===== config.mk =====
export PLATFORM = sky130hd
export DESIGN_NAME = rgb565_rle_crc_pixel_encoder
export DESIGN_NICKNAME = d
export VERILOG_FILES = /design/src/design/rgbenc_pkg.sv /design/src/design/rgbenc_front.sv /design/src/design/rgbenc_queue.sv /design/src/design/rgbenc_back.sv /design/src/design/rgb565_rle_crc_pixel_encoder.sv
export SDC_FILE = /design/constraint.sdc
export NUM_CORES = 1
export LEC_CHECK = 0
export BUFFER_PORTS_ARGS = -buffer_cell sky130_fd_sc_hd__buf_2
export CAP_MARGIN = 0
export CORE_ASPECT_RATIO = 1.1
export CORE_UTILIZATION = 54
export DETAILED_ROUTE_END_ITERATION = 6
export PLACE_DENSITY = 0.78
export SLEW_MARGIN = 20
export SYNTH_ARGS = -nofsm -noshare
export SYNTH_HDL_FRONTEND = slang
export SYNTH_HIERARCHICAL = 1
export SYNTH_SLANG_ARGS = --single-unit

===== constraint.sdc =====
create_clock -name clk -period 6 [get_ports clk]
set_input_delay 0.6 -clock clk [delete_from_list [all_inputs] [get_ports clk]]
set_output_delay 0.6 -clock clk [all_outputs]
set_load 0.01 [all_outputs]

===== src/design/rgbenc_pkg.sv =====
// ----------------------------------------------------------------------------
// rgbenc_pkg: shared types and constants of the RGB565 run-length encoder
// Pixel and byte words, the queue entry between front and back, and CRC-32.
// ----------------------------------------------------------------------------
`default_nettype none

package rgbenc_pkg;

  // Longest run of equal pixels that one count/pixel pair carries
  localparam logic [15:0] MAX_RUN = 16'd65535;

  localparam logic [31:0] CRC32_REFLECTED = 32'hEDB8_8320;
  localparam logic [31:0] CRC_INIT        = 32'hFFFF_FFFF;

  localparam int QUEUE_DEPTH = 4;
  localparam int QUEUE_AW    = $clog2(QUEUE_DEPTH);

  // Configuration register byte addresses
  localparam logic [1:0] ADDR_ENCODING_MODE = 2'd0;

  localparam logic MODE_RAW = 1'b0;
  localparam logic MODE_RLE = 1'b1;

  typedef struct packed {
    logic [7:0] red;
    logic [7:0] green;
    logic [7:0] blue;
    logic       last_pixel;
  } pixel_t;

  typedef struct packed {
    logic [7:0]  out_byte;
    logic        end_of_payload;
    logic [31:0] image_crc;
    logic [31:0] image_length;
  } out_word_t;

  // Bytes that one pixel produces, lowest byte sent first
  typedef struct packed {
    logic [63:0] bytes;
    logic [2:0]  last_idx;
    logic        last;
  } entry_t;

  function automatic logic [31:0] crc32_byte(input logic [31:0] crc, input logic [7:0] b);
    logic [31:0] c;
    c = crc ^ {24'd0, b};
    for (int k = 0; k < 8; k++) begin
      c = (c >> 1) ^ (CRC32_REFLECTED & {32{c[0]}});
    end
    return c;
  endfunction

endpackage

`default_nettype wire


===== src/design/rgbenc_front.sv =====
// ----------------------------------------------------------------------------
// rgbenc_front: pixel classifier
// Truncates each pixel to RGB565, tracks the open run and packs the bytes
// that the pixel releases into one queue entry.
// ----------------------------------------------------------------------------
`default_nettype none

module rgbenc_front (
  input  wire logic              clk,
  input  wire logic              rst,
  input  wire logic              encoding_mode,
  input  wire logic              accept,
  input  wire rgbenc_pkg::pixel_t pixel,
  output logic                   push,
  output rgbenc_pkg::entry_t     entry
);

  typedef enum logic [1:0] {
    TAIL_NONE = 2'd0,
    TAIL_RAW  = 2'd1,
    TAIL_RUN  = 2'd2
  } tail_t;

  logic [15:0] run_value;
  logic [15:0] run_count;
  logic [15:0] run_value_next;
  logic [15:0] run_count_next;

  logic [15:0] pix;
  logic        run_open;
  logic        head_valid;
  logic [31:0] head_word;
  tail_t       tail_kind;
  logic [31:0] tail_word;

  assign pix      = {pixel.red[7:3], pixel.green[7:2], pixel.blue[7:3]};
  assign run_open = (run_count != 16'd0);

  always_comb begin
    head_valid     = run_open;
    head_word      = {run_value, run_count};
    tail_kind      = TAIL_NONE;
    run_value_next = run_value;
    run_count_next = run_count;
    if (encoding_mode == rgbenc_pkg::MODE_RAW) begin
      // flush any open run, then the pixel itself
      tail_kind      = TAIL_RAW;
      run_count_next = 16'd0;
    end else if (run_open && pix == run_value && run_count < rgbenc_pkg::MAX_RUN) begin
      head_valid     = pixel.last_pixel;
      head_word      = {run_value, run_count + 16'd1};
      run_count_next = run_count + 16'd1;
    end else begin
      tail_kind      = pixel.last_pixel ? TAIL_RUN : TAIL_NONE;
      run_value_next = pix;
      run_count_next = 16'd1;
    end
    if (pixel.last_pixel) begin
      run_value_next = 16'd0;
      run_count_next = 16'd0;
    end
  end

  always_comb begin
    case (tail_kind)
      TAIL_RAW: tail_word = {16'd0, pix};
      TAIL_RUN: tail_word = {pix, 16'd1};
      default:  tail_word = 32'd0;
    endcase
  end

  always_comb begin
    entry.last = pixel.last_pixel;
    if (head_valid) begin
      entry.bytes = {tail_word, head_word};
      case (tail_kind)
        TAIL_RAW: entry.last_idx = 3'd5;
        TAIL_RUN: entry.last_idx = 3'd7;
        default:  entry.last_idx = 3'd3;
      endcase
    end else begin
      entry.bytes = {32'd0, tail_word};
      case (tail_kind)
        TAIL_RUN: entry.last_idx = 3'd3;
        default:  entry.last_idx = 3'd1;
      endcase
    end
  end

  assign push = accept && (head_valid || tail_kind != TAIL_NONE);

  always_ff @(posedge clk) begin
    if (rst) begin
      run_value <= 16'd0;
      run_count <= 16'd0;
    end else if (accept) begin
      run_value <= run_value_next;
      run_count <= run_count_next;
    end
  end

endmodule

`default_nettype wire


===== src/design/rgbenc_queue.sv =====
// ----------------------------------------------------------------------------
// rgbenc_queue: entry queue between classifier and byte serializer
// Small register FIFO; full holds off the pixel input.
// ----------------------------------------------------------------------------
`default_nettype none

module rgbenc_queue (
  input  wire logic              clk,
  input  wire logic              rst,
  input  wire logic              push,
  input  wire rgbenc_pkg::entry_t push_entry,
  input  wire logic              pop,
  output logic                   head_valid,
  output rgbenc_pkg::entry_t     head_entry,
  output logic                   full,
  output logic                   empty
);

  localparam int AW = rgbenc_pkg::QUEUE_AW;
  localparam int DEPTH = rgbenc_pkg::QUEUE_DEPTH;

  rgbenc_pkg::entry_t slots [DEPTH];
  logic [AW-1:0] wr_ptr;
  logic [AW-1:0] rd_ptr;
  logic [AW:0]   level;

  assign empty      = (level == (AW+1)'(0));
  assign full       = (level == (AW+1)'(DEPTH));
  assign head_valid = !empty;
  assign head_entry = slots[rd_ptr];

  always_ff @(posedge clk) begin
    if (push) begin
      slots[wr_ptr] <= push_entry;
    end
  end

  always_ff @(posedge clk) begin
    if (rst) begin
      wr_ptr <= '0;
      rd_ptr <= '0;
      level  <= '0;
    end else begin
      if (push) begin
        wr_ptr <= (wr_ptr == AW'(DEPTH - 1)) ? '0 : wr_ptr + AW'(1);
      end
      if (pop) begin
        rd_ptr <= (rd_ptr == AW'(DEPTH - 1)) ? '0 : rd_ptr + AW'(1);
      end
      case ({push, pop})
        2'b10:   level <= level + (AW+1)'(1);
        2'b01:   level <= level - (AW+1)'(1);
        default: level <= level;
      endcase
    end
  end

endmodule

`default_nettype wire


===== src/design/rgbenc_back.sv =====
// ----------------------------------------------------------------------------
// rgbenc_back: byte serializer
// Sends one byte per cycle from the current entry while not stalled, keeps
// the running CRC-32 and byte count, and closes the image on its final byte.
// ----------------------------------------------------------------------------
`default_nettype none

module rgbenc_back (
  input  wire logic              clk,
  input  wire logic              rst,
  input  wire logic              head_valid,
  input  wire rgbenc_pkg::entry_t head_entry,
  output logic                   pop,
  output logic                   out_valid,
  output rgbenc_pkg::out_word_t  out_data,
  input  wire logic              out_stall
);

  rgbenc_pkg::entry_t work;
  logic        work_valid;
  logic [2:0]  idx;
  logic [31:0] crc;
  logic [31:0] count;

  logic        out_ok;
  logic        fire;
  logic        finish;
  logic        closing;
  logic [7:0]  cur_byte;
  logic [31:0] crc_next;
  logic [31:0] count_next;

  assign out_ok     = !out_valid || !out_stall;
  assign fire       = out_ok && work_valid;
  assign finish     = fire && (idx == work.last_idx);
  assign closing    = work.last && (idx == work.last_idx);
  assign pop        = head_valid && (!work_valid || finish);
  assign cur_byte   = work.bytes[{idx, 3'b000} +: 8];
  assign crc_next   = rgbenc_pkg::crc32_byte(crc, cur_byte);
  assign count_next = count + 32'd1;

  always_ff @(posedge clk) begin
    if (pop) begin
      work <= head_entry;
    end
    if (fire) begin
      out_data.out_byte       <= cur_byte;
      out_data.end_of_payload <= closing;
      out_data.image_crc      <= closing ? ~crc_next : 32'd0;
      out_data.image_length   <= closing ? count_next : 32'd0;
    end
  end

  always_ff @(posedge clk) begin
    if (rst) begin
      work_valid <= 1'b0;
      idx        <= 3'd0;
      crc        <= rgbenc_pkg::CRC_INIT;
      count      <= 32'd0;
      out_valid  <= 1'b0;
    end else begin
      if (pop) begin
        work_valid <= 1'b1;
        idx        <= 3'd0;
      end else if (fire) begin
        idx <= idx + 3'd1;
        if (finish) begin
          work_valid <= 1'b0;
        end
      end
      if (fire) begin
        // restart the checksum after the final byte of an image
        crc       <= closing ? rgbenc_pkg::CRC_INIT : crc_next;
        count     <= closing ? 32'd0 : count_next;
        out_valid <= 1'b1;
      end else if (!out_stall) begin
        out_valid <= 1'b0;
      end
    end
  end

endmodule

`default_nettype wire


===== src/design/rgb565_rle_crc_pixel_encoder.sv =====
// ----------------------------------------------------------------------------
// rgb565_rle_crc_pixel_encoder: RGB565 raw / run-length encoder with CRC-32
// Pixels in, little-endian payload bytes out, CRC and length on the last byte.
// ----------------------------------------------------------------------------
// A pixel is taken every cycle while the four-entry queue between the pixel
// classifier and the byte serializer has room. Each pixel releases 0, 2, 4, 6
// or 8 payload bytes and the serializer sends one byte per cycle, so raw mode
// sends 2 bytes per pixel and run-length mode 0 to 8 bytes per pixel
// (4 when every pixel differs from the one before). The output register holds
// a word while the byte side stalls, and the serializer waits with it; the
// next byte goes out in the cycle after the stall drops.
// encoding_mode lives at byte address 0 and resets to run-length mode.
`default_nettype none

module rgb565_rle_crc_pixel_encoder (
  input  wire logic                  clk,
  input  wire logic                  rst,
  input  wire logic                  in_valid,
  input  wire rgbenc_pkg::pixel_t    in_data,
  output logic                       in_stall,
  output logic                       out_valid,
  output rgbenc_pkg::out_word_t      out_data,
  input  wire logic                  out_stall,
  input  wire logic                  psel,
  input  wire logic                  penable,
  input  wire logic                  pwrite,
  input  wire logic [1:0]            paddr,
  input  wire logic [31:0]           pwdata,
  output logic [31:0]                prdata,
  output logic                       pready
);

  logic               encoding_mode;
  logic               accept;
  logic               push;
  rgbenc_pkg::entry_t push_entry;
  logic               pop;
  logic               head_valid;
  rgbenc_pkg::entry_t head_entry;
  logic               q_full;
  logic               q_empty;

  assign pready   = 1'b1;
  assign prdata   = (paddr == rgbenc_pkg::ADDR_ENCODING_MODE) ?
                    {31'd0, encoding_mode} : 32'd0;
  assign in_stall = q_full;
  assign accept   = in_valid && !in_stall;

  always_ff @(posedge clk) begin
    if (rst) begin
      encoding_mode <= rgbenc_pkg::MODE_RLE;
    end else if (psel && penable && pwrite && pready &&
                 paddr == rgbenc_pkg::ADDR_ENCODING_MODE) begin
      encoding_mode <= pwdata[0];
    end
  end

  rgbenc_front u_front (
    .clk           (clk),
    .rst           (rst),
    .encoding_mode (encoding_mode),
    .accept        (accept),
    .pixel         (in_data),
    .push          (push),
    .entry         (push_entry)
  );

  rgbenc_queue u_queue (
    .clk        (clk),
    .rst        (rst),
    .push       (push),
    .push_entry (push_entry),
    .pop        (pop),
    .head_valid (head_valid),
    .head_entry (head_entry),
    .full       (q_full),
    .empty      (q_empty)
  );

  rgbenc_back u_back (
    .clk        (clk),
    .rst        (rst),
    .head_valid (head_valid),
    .head_entry (head_entry),
    .pop        (pop),
    .out_valid  (out_valid),
    .out_data   (out_data),
    .out_stall  (out_stall)
  );

  // CRC and length appear only on the closing word
  a_fields_zero_midstream: assert property (@(posedge clk) disable iff (rst)
    (out_valid && !out_data.end_of_payload) |->
      (out_data.image_crc == 32'd0 && out_data.image_length == 32'd0))
    else $error("crc or length set on a word that does not close the payload");

  // every record is a whole number of 16-bit halves
  a_length_even: assert property (@(posedge clk) disable iff (rst)
    (out_valid && out_data.end_of_payload) |-> (out_data.image_length[0] == 1'b0))
    else $error("odd payload length");

  a_empty_no_stall: assert property (@(posedge clk) disable iff (rst)
    q_empty |-> !in_stall)
    else $error("input stalled with an empty queue");

  a_no_push_when_full: assert property (@(posedge clk) disable iff (rst)
    q_full |-> !push)
    else $error("queue push while full");

endmodule

`default_nettype wire

==> impl_metrics.toml <==
[sta]
slew_headroom_pct = 29.7
finalSetupTns_ns = 0
max_clock_freq_mhz = 244
whs_ns = 0.296
drv_slew = 0
grt_setup_unrepaired = "false"
post-route-min-period_ns = 4.10
finalSetupViolCount = 0
post-route-period-util_pct = 68.3
tightest_slew_ns = 1.05
hold_violations = 0
skew_ns = 0.0334

[worst_setup_path]
crit_chain = "ha_1, nand4_1, nor4_4, nor3_1, nor2_1, o21a_1, and2_2, buf_12"
r2r_end = "u_queue/slots[3][48]"
critPathRequiredTime_ns = 6.27
r2r_setup_slack_ns = 1.90
crit_buf_inv = 1
worstPathMaxFanout = 39
reg2reg_depth = 8
end_kind = "register"
r2r_start = "u_front/run_count[0]"
crit_path_start_kind = "register"
cp_top_family = "simple AND/OR/NAND/NOR gates"
cpPeakStageDelay_ns = 0.81
critical_path_class = "register to register"
cp_slowest_cell = "nor4_4"
worstPathArrival_ns = 4.37

[routing]
via_count = 13400
antenna_left = 0
drc = 0
via_per_inst = 5.95
dr.pass1.iters = 5
wirelength_um = 47300
wl_per_cell_um = 20.9
drtIter0Drc = 966

[synthesis]
synth_area_per_cell_um2 = 14.5
ys_warn_count = 6
synthCells = 1573
syn_area_um2 = 22900

[finish]
antennaDiodeCount = 0
layout-drive-gt1-share_pct = 18.7
design_area_um2 = 25400
finish.utilization_pct = 61.2
final_nets = 1735
synthToLayoutAreaGrowth_pct = 11.0

[clock_tree]
ctsHtreeMaxLevel = 2
cts_resized = 0
tritoncts = "yes"
clkLatencyLatePin_ns = 0.61
cts_root_buffer = "clkbuf_16"
cts.clk_slew.worst_paths_ns = 0.06
cts_setup_buffers = 0
cts.path.max_buffers = 3
clock-sinks = 524
cts_hold_buf = 0
cts_buffers = 50

[global_routing]
grt_pass1_vias = 13200
antenna_found_initial = 2
grt_pass1_wl_um = 73000
grt_overflow = 0
grt_util_all_layers_pct = 22.3
grt_max_degree = 92

[placement]
place_area_um2 = 23700
port-buffer-count = 102
routabilityCongestion = 0.879
post-dp-hpwl_um = 29700

[pwr]
switching_share_pct = 31.5
p_int_mw = 8.72
vdd_ir_drop_max_mv = 0.358
seq_power_share_pct = 39.6
p_total_mw = 12.7
p_per_area_nw_per_um2 = 501
p_sw_mw = 4.01
power.share.clock_pct = 25.9
combPwrFrac_pct = 34.5
power.leakage_nw = 8.87

[run]
drv_cap = 0

[min_path]
worstHoldPathCells = 3
hold_class = "input pin to register"
min_from = "pwdata[0]"
worstHoldEndpoint = "encoding_mode"

[die]
core_um2 = 41500
start_util_pct = 55.1
ios = 174
num_rows = 78
die_w_um = 198
die_y_um = 218
die_area_um2 = 43200

[run_status]
status = "complete, no violations"
cell type report:
| type | count | area, um2 |
|---|---|---|
| fill | 2978 | 16100 |
| sequential | 524 | 14600 |
| multi-input combinational | 934 | 7550 |
| clock buffer | 60 | 1320 |
| tap | 560 | 701 |
| timing repair buffer | 124 | 688 |
| clock inverter | 33 | 418 |
| inverter | 23 | 88.8 |
layout by cell type (no fill, tap or decap), types with 6 or more instances in the layout:
cell type / n
nand4_1: 13
ha_1: 11
clkinv_2: 7
or3_1: 10
and3_1: 40
inv_1: 22
nand3_1: 21
xor2_1: 32
xnor2_1: 45
a22oi_1: 18
clkbuf_1: 7
o32a_1: 12
nand2_1: 65
nand3b_1: 7
buf_2: 102
dfxtp_1: 108
nand2b_1: 15
nor3b_1: 8
mux2i_1: 43
nor3_1: 19
nor2_1: 135
o22ai_1: 6
and2_1: 41
xor3_1: 6
a31oi_1: 15
nor4_1: 21
a22o_1: 39
mux4_2: 68
conb_1: 33
bufinv_16: 8
edfxtp_1: 413
clkbuf_16: 50
o21ai_0: 45
xnor3_1: 23
a21oi_1: 62
or2_2: 6
buf_4: 21
tightest hold or removal path, delay by kind of cell:
family | cells | cell delay [ns]
and+or+nand+nor | 1 | 0.04
muxes | 1 | 0.11
buffers and inverters | 1 | 0.08
stage by stage:
stage	std cells	setup WS [ns]
after floorplan	1603	1.21
after global placement	2165	1.99
after detailed placement	2165	1.88
after CTS	2258	1.96
after global routing	2258	1.67
final	2258	1.90
flip-flops by register name, indices dropped and copies added, names as in the netlist, named ones only:
| name | flops |
|---|---|
| u_queue/slots | 272 |
| u_back/out_data | 73 |
| u_back/work | 68 |
| u_back/count | 32 |
| u_back/crc | 32 |
| u_front/run_count | 16 |
| u_front/run_value | 16 |
| u_back/idx | 3 |
| u_queue/level | 3 |
| u_queue/rd_ptr | 2 |
| u_queue/wr_ptr | 2 |
| encoding_mode | 1 |
| u_back/out_valid | 1 |
| u_back/work_valid | 1 |
per-layer routing:
metal | vias up | wire length (um) | track usage, %
met5 | - | 0 | 0
met4 | 0 | 1240 | 7.70
met3 | 97 | 3290 | 4.08
met2 | 579 | 23700 | 37.8
met1 | 6680 | 19100 | 28.7
li1 | 6070 | - | -
how the worst max path moves through the flow:
stage	startpoint	end	cells past startpoint
floorplan	u_back/idx[0]	u_queue/level[2]	13
global placement	u_front/run_count[0]	u_queue/slots[3][64]	8
detailed placement	in_data[20]	u_queue/level[2]	14
CTS	u_front/run_count[0]	u_queue/slots[3][31]	8
global route	u_front/run_count[0]	u_queue/slots[3][56]	8
finish	u_front/run_count[0]	u_queue/slots[3][48]	8
power by group through the flow:
stage	clock network [mW]	logic (mW)	registers, mW
after floorplan	0	3.32	5.10
after global placement	0	4.26	5.08
after detailed placement	0	4.34	5.12
after CTS	3.35	4.38	5.05
after global routing	3.48	4.69	5.11
final	3.29	4.39	5.04
Note: power is estimated with default switching activity, not from simulation.
